`config.mk`:
```
export PLATFORM = sky130hd
export DESIGN_NAME = sam_cell
export DESIGN_NICKNAME = d
export VERILOG_FILES = /design/src/design/sam_pkg.sv /design/src/design/sam_cell.sv
export SDC_FILE = /design/constraint.sdc
export NUM_CORES = 1
export LEC_CHECK = 0
export BUFFER_PORTS_ARGS = -buffer_cell sky130_fd_sc_hd__buf_4
export CAP_MARGIN = 15
export CORE_MARGIN = 10
export CORE_UTILIZATION = 40
export DETAILED_ROUTE_END_ITERATION = 8
export PLACE_DENSITY = 0.76
export SLEW_MARGIN = 20
export SYNTH_ARGS = -nofsm -noshare
export SYNTH_HDL_FRONTEND = slang
export SYNTH_SLANG_ARGS = --single-unit
```
`constraint.sdc`:
```
create_clock -name clk -period 2.7 [get_ports clk]
set_clock_uncertainty 0.05 [all_clocks]
set_input_delay 0.405 -clock clk [delete_from_list [all_inputs] [get_ports clk]]
set_output_delay 0.405 -clock clk [all_outputs]
set_load 0.05 [all_outputs]
```
`src/design/sam_pkg.sv`:
```
`timescale 1ns / 1ps
// ----------------------------------------------------------------------------
// sam_pkg
// Shared types and constants for the sort-and-median block.
// ----------------------------------------------------------------------------
package sam_pkg;

	localparam int MAX_ELEMENTS_DEF = 64;
	localparam int VALUE_W          = 32;

	// per-cycle command broadcast to every cell of the chain
	typedef struct packed {
		logic insert;   // place the broadcast word into the sorted chain
		logic shift;    // move every word one cell toward the head
	} sam_ctrl_t;

endpackage

```
`src/design/sam_cell.sv`:
```
`timescale 1ns / 1ps
// ----------------------------------------------------------------------------
// sam_cell
// One slot of the insertion-sort chain: holds one word, compares it against
// the broadcast word and trades data with its neighbors.
// ----------------------------------------------------------------------------
module sam_cell (
	input  logic                                clk,
	input  logic                                arst_n,
	input  sam_pkg::sam_ctrl_t                  ctrl,
	input  logic signed [sam_pkg::VALUE_W-1:0]  new_word,
	input  logic signed [sam_pkg::VALUE_W-1:0]  prev_word,
	input  logic                                prev_valid,
	input  logic                                prev_take,
	input  logic signed [sam_pkg::VALUE_W-1:0]  next_word,
	input  logic                                next_valid,
	output logic signed [sam_pkg::VALUE_W-1:0]  word,
	output logic                                valid,
	output logic                                take
);

	logic signed [sam_pkg::VALUE_W-1:0] word_q;
	logic                               valid_q;

	// equal words stay ahead of the new one
	assign take  = valid_q && (new_word < word_q);
	assign word  = word_q;
	assign valid = valid_q;

	always_ff @(posedge clk or negedge arst_n) begin
		if (!arst_n) begin
			valid_q <= 1'b0;
		end else if (ctrl.insert) begin
			valid_q <= valid_q | prev_valid;
		end else if (ctrl.shift) begin
			valid_q <= next_valid;
		end
	end

	always_ff @(posedge clk) begin
		if (ctrl.insert) begin
			if (prev_take) begin
				word_q <= prev_word;
			end else if (take || (!valid_q && prev_valid)) begin
				word_q <= new_word;
			end
		end else if (ctrl.shift) begin
			word_q <= next_word;
		end
	end

endmodule

```
==> results of run 1 <==
state kept, by name, indices dropped and copies added (netlist names):
register  cells
word         32
valid         1
per-layer routing:
metal	vias up	track usage [%]	part of all wire, %
li1	1226	-	-
met3	10	5.447	7.8
met5	-	0	0
met4	0	4.300	1.5
met1	1055	17.40	42
met2	87	25.45	48
logic make-up after synthesis:
kind of cell | Yosys count | share of synthesized area (%)
buffers and inverters | 44 | 6.760
and+or+nand+nor | 61 | 10.47
DFF | 33 | 39.46
AOI/OAI and AO/OA | 63 | 14.57
muxes | 33 | 13.22
adders and majority gates | 31 | 15.52
power groups by stage:
stage          combinational, mW  sequential [mW]  clock (mW)
6_report                   0.899            0.691       0.357
5_1_grt                    0.977            0.701       0.390
4_1_cts                    0.897            0.692       0.367
3_5_place_dp               0.887            0.702           0
3_3_place_gp               0.870            0.698           0
2_1_floorplan              0.324            0.935           0
layout make-up:
| cell class | count | area [um2] | area share [%] |
|---|---|---|---|
| Timing Repair Buffer | 143 | 1080 | 28.49 |
| Clock buffer | 5 | 68.82 | 1.816 |
| Inverter | 32 | 120.1 | 3.169 |
| Multi-Input combinational cell | 188 | 1429 | 37.70 |
| Sequential cell | 33 | 985.9 | 26.02 |
| Clock inverter | 3 | 12.51 | 0.3301 |
| Tap cell | 75 | 93.84 | 2.476 |
worst paths after layout:
kind / startpoint / slack (ns) / endpoint
min: prev_valid / 0.35 / valid
max in group asynchronous: arst_n / 2.11 / valid
min in group asynchronous: arst_n / 0.41 / valid
max reg2reg: word[2] / 0.14 / word[27]
min reg2reg: valid / 0.63 / valid
max: word[30] / -0.18 / take
through the flow:
stage	hold WS, ns	setup slack [ns]	power [mW]	area, um2
2_1_floorplan	0.05941	-0.1388	1.259	2569
3_3_place_gp	0.1386	-0.01772	1.568	3672
3_5_place_dp	0.1332	-0.03924	1.589	3672
4_1_cts	0.3465	-0.1748	1.956	3771
5_1_grt	0.3807	-0.3000	2.069	3790
6_report	0.3524	-0.1767	1.948	3790
critical path, cell delays in order, from the launching register on:
cell and delay (ns):
edfxtp_1 0.42, inv_2 0.08, ha_4 0.20, a21oi_2 0.13, nand2_1 0.07, a221o_1 0.34, a211o_1 0.27, a21oi_2 0.18
mux2i_4 0.25, buf_6 0.18
layout by cell type, fill, tap and decap left out, drive strengths merged, types with 4 or more instances in the layout:
master	instances
buf	142
a21oi	48
clkbuf	5
edfxtp	32
nor2	38
nand4	6
o21ai	4
nand2	8
inv	32
mux2i	33
ha	31
repair_timing:
action                                  CTS  global route
buffers inserted                          0             1
pin swaps                                 0             4
endpoints found under the setup margin    1             1
hold endpoints to repair                  1             0
hold buffers                              1             0
gates resized for setup                   3             1
==> impl_metrics.yaml, run 1 <==
routing:
  wire_per_inst_um: 16.40
  ant_nets: 0
  first_iter_violations: 85
  post_drt_via_cell_ratio: 4.965
  num_vias: 2378
  routed_wl_mm: 7.857
  drt_first_pass_iters: 4
  drc: 0
cts:
  cts_tree: "done"
  clock_sinks: 33
  cts.clk_slew.worst_paths_ns: 0.07
  clk_path_buf_depth: 2
  clk_latency_ns: 0.28
  htreeDepth: 2
  cts_root_buf: "clkbuf_8"
  cts_buffers: 5
power:
  p_per_area_nw_per_um2: 514.0
  seq_power_share_pct: 35.5
  ir_drop_mv: 0.2841
  p_clk_share_pct: 18.3
  p_comb_share_pct: 46.2
  power.switching_mw: 0.7623
  p_sw_share_pct: 39.13
  intPower_mw: 1.186
  p_leak_nw: 1.924
worst_setup_path:
  crit_type: "flip-flop to primary output"
  cp.arrival_ns: 2.42
  start_kind: "flip-flop"
  worstPathRequired_ns: 2.25
  ff2ff_path_depth: 8
  end_kind: "primary output"
  path_max_fanout: 3
die:
  io_pins: 137
  die_h_um: 99.04
  core-area_um2: 5991
  start_util_pct: 41.71
  die-area_um2: 9808
  placementRows: 28
  dieWidth_um: 99.04
synthesis:
  synth_cell_types: 27
  synthTopCellsByCount: "a21oi_1 (47), nor2_1 (38), mux2i_1 (33), edfxtp_1 (32), inv_1 (32)"
  syn_area_um2: 2499
  seq_area_frac_synth_pct: 39.46
  synth-seq-cells: 33
  synth.top_cell.area_share_pct: 38.46
  yosysMostFrequentCell: "a21oi_1"
  synth_edf_count: 32
  synth_top_cell_by_area: "edfxtp_1"
  ys_top_cells_by_area: "edfxtp_1 (38%), ha_1 (16%), mux2i_1 (13%)"
  synth_area_per_cell_um2: 9.429
  yosys_warnings: 0
  synth_ff_type: "edfxtp_1"
  syn-num-nets: 399
  synthCells: 265
  synthArstFlopShare_pct: 3.030
sta:
  slew_headroom_pct: 63.01
  hold_viol: 0
  period_share_pct: 106.5
  setup_violations: 1
  worst_slack_ns: -0.1767
  slew_viol_final: 0
  rsz0062_at_grt: "true"
  min_period_ns: 2.877
  worst_slew_pin_slew_ns: 0.5548
  clock.fmax_mhz: 347.6
  finalSetupTns_ns: -0.1767
outcome:
  violations: "setup timing"
  status: "finished, violations left"
placement:
  gp_congestion: 0.7992
  dp_cells: 469
  hpwl_mm: 6.449
  port_buffers: 136
global_routing:
  grt.overflow.total: 0
  grt_max_degree: 54
  grt_first_pass_wirelength_mm: 12.14
  grt_pass1_vias: 2443
  grt_use_total_pct: 15.06
  antenna_found_initial: 0
layout:
  fin_cells: 479
  area_delta_synth_final_pct: 51.68
  fill_cells: 523
  drive_above_1_share_pct: 39.36
  fin_nets: 537
  diodes: 0
  fin_util_pct: 63.26
run:
  drv_cap: 0
worst_hold_path:
  hp-class: "primary input to flip-flop"
  hold_depth: 3
Note: power is estimated with default switching activity, not from simulation.
==> inputs of run 2 (changes only) <==
Settings changed: ABC_AREA from default to 1.
==> impl_metrics.yaml, run 2 <==
power:
  power.switching_mw: 0.6954
  p_clk_share_pct: 24.5
  p_leak_nw: 1.903
  seq_power_share_pct: 34.8
  p_comb_share_pct: 40.7
  p_sw_share_pct: 35.89
  ir_drop_mv: 0.3210
  intPower_mw: 1.242
  p_per_area_nw_per_um2: 516.6
layout:
  largest_register_ffs: 32
  diodes: 0
  fin_cells: 534
  final_common_cell: "buf_4"
  drive_above_1_share_pct: 33.99
  fin_nets: 592
  final_cell_mix: "buf_4 (138), o21ai_0 (64), nand2_1 (64)"
  area_delta_synth_final_pct: 49.98
synthesis:
  synth_ff_type: "edfxtp_1"
  synth_edf_count: 32
  ys_top_cells_by_area: "edfxtp_1 (38%), ha_1 (16%), o21ai_0 (13%)"
  syn_area_um2: 2501
  synth.top_cell.area_share_pct: 38.42
  synth_top_cell_by_area: "edfxtp_1"
  synthCells: 322
  yosys_warnings: 0
  seq_area_frac_synth_pct: 39.42
  synthTopCellsByCount: "nand2_1 (64), o21ai_0 (64), inv_1 (43), nor2_1 (43), edfxtp_1 (32)"
  syn-num-nets: 456
  synth_cell_types: 19
  synth-seq-cells: 33
  synthArstFlopShare_pct: 3.030
  synth_area_per_cell_um2: 7.768
cts:
  htreeDepth: 2
  post_cts_buffers: 0
  cts_tree: "done"
  cts.clk_slew.worst_paths_ns: 0.07
  cts_root_buf: "clkbuf_8"
  clk_path_buf_depth: 2
  cts_buffers: 5
  clk_latency_ns: 0.28
  clock_sinks: 33
global_routing:
  antenna_found_initial: 0
  grt_max_degree: 36
  grt_pass1_vias: 2861
  grt.overflow.total: 0
  grt_first_pass_wirelength_mm: 13.43
  grt_use_total_pct: 16.32
sta:
  worst_slew_pin_slew_ns: 0.3738
  setup_violations: 0
  slew_viol_final: 0
  clock.fmax_mhz: 399.4
  hold_viol: 0
  rsz0062_at_grt: "false"
  finalSetupTns_ns: 0
  period_share_pct: 92.74
  slew_headroom_pct: 75.08
  min_period_ns: 2.504
routing:
  drt_first_pass_iters: 4
  routed_wl_mm: 8.368
  ant_nets: 0
  num_vias: 2679
  post_drt_via_cell_ratio: 5.017
  wire_per_inst_um: 15.67
  first_iter_violations: 79
  drc: 0
worst_setup_path:
  worstPathRequired_ns: 2.25
  path_cells: "inv_1, ha_1, a21oi_1, nor2_1, nor2_1, nand3_1, a21oi_2, nand2_1, nand2_1, nand3_2, inv_1, buf_6"
  path_max_fanout: 2
  cpMaxStageDelayCell: "edfxtp_1"
  cp.arrival_ns: 2.05
  crit_type: "flip-flop to primary output"
  rrSetupSlack_ns: 0.43
  end_kind: "primary output"
  start_kind: "flip-flop"
  max_stage_delay_ns: 0.41
die:
  core-area_um2: 5991
  start_util_pct: 41.75
  die-area_um2: 9816
  dieWidth_um: 99.08
  io_pins: 137
  placementRows: 28
  die_h_um: 99.08
placement:
  dp_cells: 525
  hpwl_mm: 6.757
  gp_congestion: 0.7780
  port_buffers: 136
outcome:
  status: "finished clean"
worst_hold_path:
  hp-class: "primary input to flip-flop"
run:
  drv_cap: 0
run 2: per-layer routing:
metal  global-route usage [%]  share of wire, %  vias to the layer above
met2                    30.41                53                       95
met4                    3.859              0.43                        0
met1                    17.56                39                     1237
met5                        0                 0                        -
li1                         -                 -                     1345
met3                    4.679               7.4                        2
run 2: area by class of cell:
type | instances | area (um2)
clock buffers | 7 | 86.33
repair buffers | 141 | 1077
clock inverters | 1 | 30.03
well taps | 75 | 93.84
flip-flops and latches | 33 | 985.9
multi-input cells | 233 | 1313
fillers | 561 | 2240
inverters | 44 | 165.2
run 2: repair_timing:
item,4_1_cts,5_1_grt
endpoints found under the hold margin,1,0
hold buffers,1,0
endpoints found under the setup margin,0,1
resized for setup,0,1
run 2: critical path, delay by kind of cell (launching register included):
family | cells | cell delay [ns]
simple gates | 6 | 0.47
flops | 1 | 0.41
buf+inv | 3 | 0.33
compound gates | 2 | 0.31
fa+ha+maj | 1 | 0.23
run 2: logic make-up (layout without fill, tap and decap cells):
group	count (synthesis)	in the layout	share of synthesized area, %
AO/OA/AOI/OAI	86	86	18.11
flip-flops	33	33	39.42
adder cells (fa/ha/maj)	31	31	15.51
buffers and inverters	56	193	8.404
AND/OR/NAND/NOR	116	116	18.56
run 2: power by group through the flow:
stage / registers [mW] / clock network [mW] / logic, mW
3_3_place_gp: 0.682 / 0 / 0.770
2_1_floorplan: 0.892 / 0 / 0.266
3_5_place_dp: 0.685 / 0 / 0.789
6_report: 0.674 / 0.475 / 0.788
5_1_grt: 0.682 / 0.505 / 0.863
4_1_cts: 0.674 / 0.488 / 0.794
run 2: final timing paths:
path / start / cells after the start / endpoint
setup / recovery: word[21] / 12 / take
hold / removal: next_valid / 2 / valid
setup reg to reg: word[21] / 12 / word[17]
hold reg to reg: valid / 1 / valid
max in group asynchronous: arst_n / 2 / valid
min in group asynchronous: arst_n / 2 / valid
run 2: stage by stage:
stage	area [um2]	power (mW)	hold slack, ns	util (%)	setup WS, ns
2_1_floorplan	2509	1.159	0.05941	-	-0.04471
3_3_place_gp	3621	1.452	0.1320	60.44	0.3298
3_5_place_dp	3621	1.474	0.1321	60.44	0.2840
4_1_cts	3747	1.957	0.3147	62.55	0.1541
5_1_grt	3751	2.050	0.3232	62.61	0.02076
6_report	3751	1.938	0.3227	62.61	0.1960
==> inputs of run 3 (changes only) <==
--- a/config.mk
+++ b/config.mk
@@ -12,5 +12,5 @@
 export CORE_UTILIZATION = 40
 export DETAILED_ROUTE_END_ITERATION = 8
-export PLACE_DENSITY = 0.76
+export PLACE_DENSITY = 0.73
 export SLEW_MARGIN = 20
 export SYNTH_ARGS = -nofsm -noshare
==> constraint.sdc (replaced) <==
create_clock -name clk -period 2.9 [get_ports clk]
set_clock_uncertainty 0.05 [all_clocks]
set_input_delay 0.29 -clock clk [delete_from_list [all_inputs] [get_ports clk]]
set_output_delay 0.29 -clock clk [all_outputs]
set_load 0.05 [all_outputs]
==> impl_metrics.yaml, run 3 (synthesized netlist as in run 2, its figures left out) <==
layout:
  regArea_um2: 985.9
  fin_nets: 592
  diodes: 0
  final_common_cell: "buf_4"
  largest_register_ffs: 32
  multi_input_area_um2: 1313
  fin_util_pct: 61.78
  drive_above_1_share_pct: 33.99
  area_delta_synth_final_pct: 47.97
  fill_cells: 571
  final_cell_mix: "buf_4 (140), o21ai_0 (64), nand2_1 (64)"
cts:
  clock_sinks: 33
  post_cts_buffers: 0
  clk_latency_ns: 0.29
  clk_path_buf_depth: 2
  cts.clk_slew.worst_paths_ns: 0.07
  htreeDepth: 2
  cts_buffers: 5
  cts_root_buf: "clkbuf_8"
  cts_tree: "done"
  ctsResizeCount: 0
run:
  drv_cap: 0
sta:
  finalSetupTns_ns: 0
  period_share_pct: 84.40
  rsz0062_at_grt: "false"
  hold_viol: 0
  slew_headroom_pct: 75.31
  slew_viol_final: 0
  whs_ns: 0.1970
  clock.fmax_mhz: 408.6
  setup_violations: 0
  min_period_ns: 2.448
  worst_slew_pin_slew_ns: 0.3704
worst_hold_path:
  hold_start: "next_valid"
  hp-class: "primary input to flip-flop"
  hold_depth: 2
worst_setup_path:
  startpoint: "word[21]"
  cp.arrival_ns: 2.11
  path_depth: 12
  cp_top_family: "simple AND/OR/NAND/NOR gates"
  path_cells: "inv_1, ha_1, a21oi_1, nor2_1, nor2_1, nand3_1, a21oi_2, nand2_1, nand2_1, nand3_2, inv_1, buf_4"
  cp_num_buf_inv: 3
  start_kind: "flip-flop"
  rr_startpoint: "word[21]"
  max_stage_delay_ns: 0.40
  end_kind: "primary output"
  path_max_fanout: 2
  crit_type: "flip-flop to primary output"
  cpMaxStageDelayCell: "edfxtp_1"
  ff2ff_path_depth: 12
  worstPathRequired_ns: 2.56
die:
  placementRows: 28
  core-area_um2: 5991
  start_util_pct: 41.75
  dieWidth_um: 99.08
  die_h_um: 99.08
  die-area_um2: 9816
  io_pins: 137
power:
  p_comb_share_pct: 42.8
  p_leak_nw: 1.884
  seq_power_share_pct: 37.1
  p_per_area_nw_per_um2: 456.7
  power.switching_mw: 0.6548
  ir_drop_mv: 0.2373
  intPower_mw: 1.035
  p_sw_share_pct: 38.74
  p_clk_share_pct: 20.1
global_routing:
  grt_use_total_pct: 16.20
  grt_max_degree: 36
  grt_pass1_vias: 2757
  antenna_found_initial: 0
  grt_first_pass_wirelength_mm: 13.23
  grt.overflow.total: 0
routing:
  wire_per_inst_um: 15.69
  ant_nets: 0
  routed_wl_mm: 8.378
  num_vias: 2651
  drc: 0
  post_drt_via_cell_ratio: 4.964
  first_iter_violations: 97
  drt_first_pass_iters: 4
outcome:
  status: "finished clean"
placement:
  hpwl_mm: 6.780
  port_buffers: 136
  gp_congestion: 0.8041
==> run 3: cell count changes in the layout (fill, tap and decap cells not counted) <==
cell       before  now
bufinv_16       1    0
buf_6           1    0
buf_4         138  140
clkbuf_8        6    5
clkinv_2        0    2
buf_12          1    0
==> run 3: through the flow <==
stage          setup WS (ns)  total power [mW]  cells  area, um2
2_1_floorplan         0.1553             1.079    322       2509
3_5_place_dp          0.5591             1.365    525       3608
3_3_place_gp          0.6537             1.349    525       3608
5_1_grt               0.3253             1.793    534       3701
6_report              0.4524             1.690    534       3701
4_1_cts               0.4576             1.710    534       3701
==> run 3: final timing paths <==
kind / endpoint / slack (ns)
setup / recovery: take / 0.45
hold reg to reg: valid / 0.59
max in group asynchronous: valid / 2.45
hold / removal: valid / 0.20
min in group asynchronous: valid / 0.27
setup reg to reg: word[24] / 0.57
==> run 3: timing repair <==
action / CTS / global route
hold buffers: 1 / 0
endpoints found under the setup margin: 0 / 0
endpoints found under the hold margin: 1 / 0
==> run 3: cell type report <==
| type | count | area share [%] |
|---|---|---|
| clock inverter | 2 | 0.2705 |
| multi-input combinational | 233 | 35.46 |
| timing repair buffer | 141 | 28.67 |
| inverter | 44 | 4.462 |
| clock buffer | 6 | 1.961 |
| sequential | 33 | 26.64 |
| tap | 75 | 2.535 |
==> run 3: power groups by stage <==
stage	sequential, mW	combinational [mW]	clock, mW
2_1_floorplan	0.831	0.248	0
3_3_place_gp	0.635	0.714	0
3_5_place_dp	0.637	0.728	0
4_1_cts	0.627	0.732	0.351
5_1_grt	0.636	0.792	0.365
6_report	0.628	0.724	0.339
==> run 3: worst register-to-register path, delay by kind of cell, from the launching register on <==
family,cells,cell delay [ns]
AND/OR/NAND/NOR,6,0.50
AO/OA/AOI/OAI,3,0.48
flip-flops,1,0.40
buffers and inverters,2,0.34
adder cells (fa/ha/maj),1,0.24
==> run 3: per-layer routing <==
| layer | up-vias | global-route usage [%] | part of all wire (%) |
|---|---|---|---|
| met3 | 5 | 4.888 | 7.7 |
| li1 | 1343 | - | - |
| met2 | 91 | 28.76 | 51 |
| met1 | 1212 | 18.25 | 41 |
| met5 | - | 0 | 0 |
| met4 | 0 | 4.410 | 0.87 |
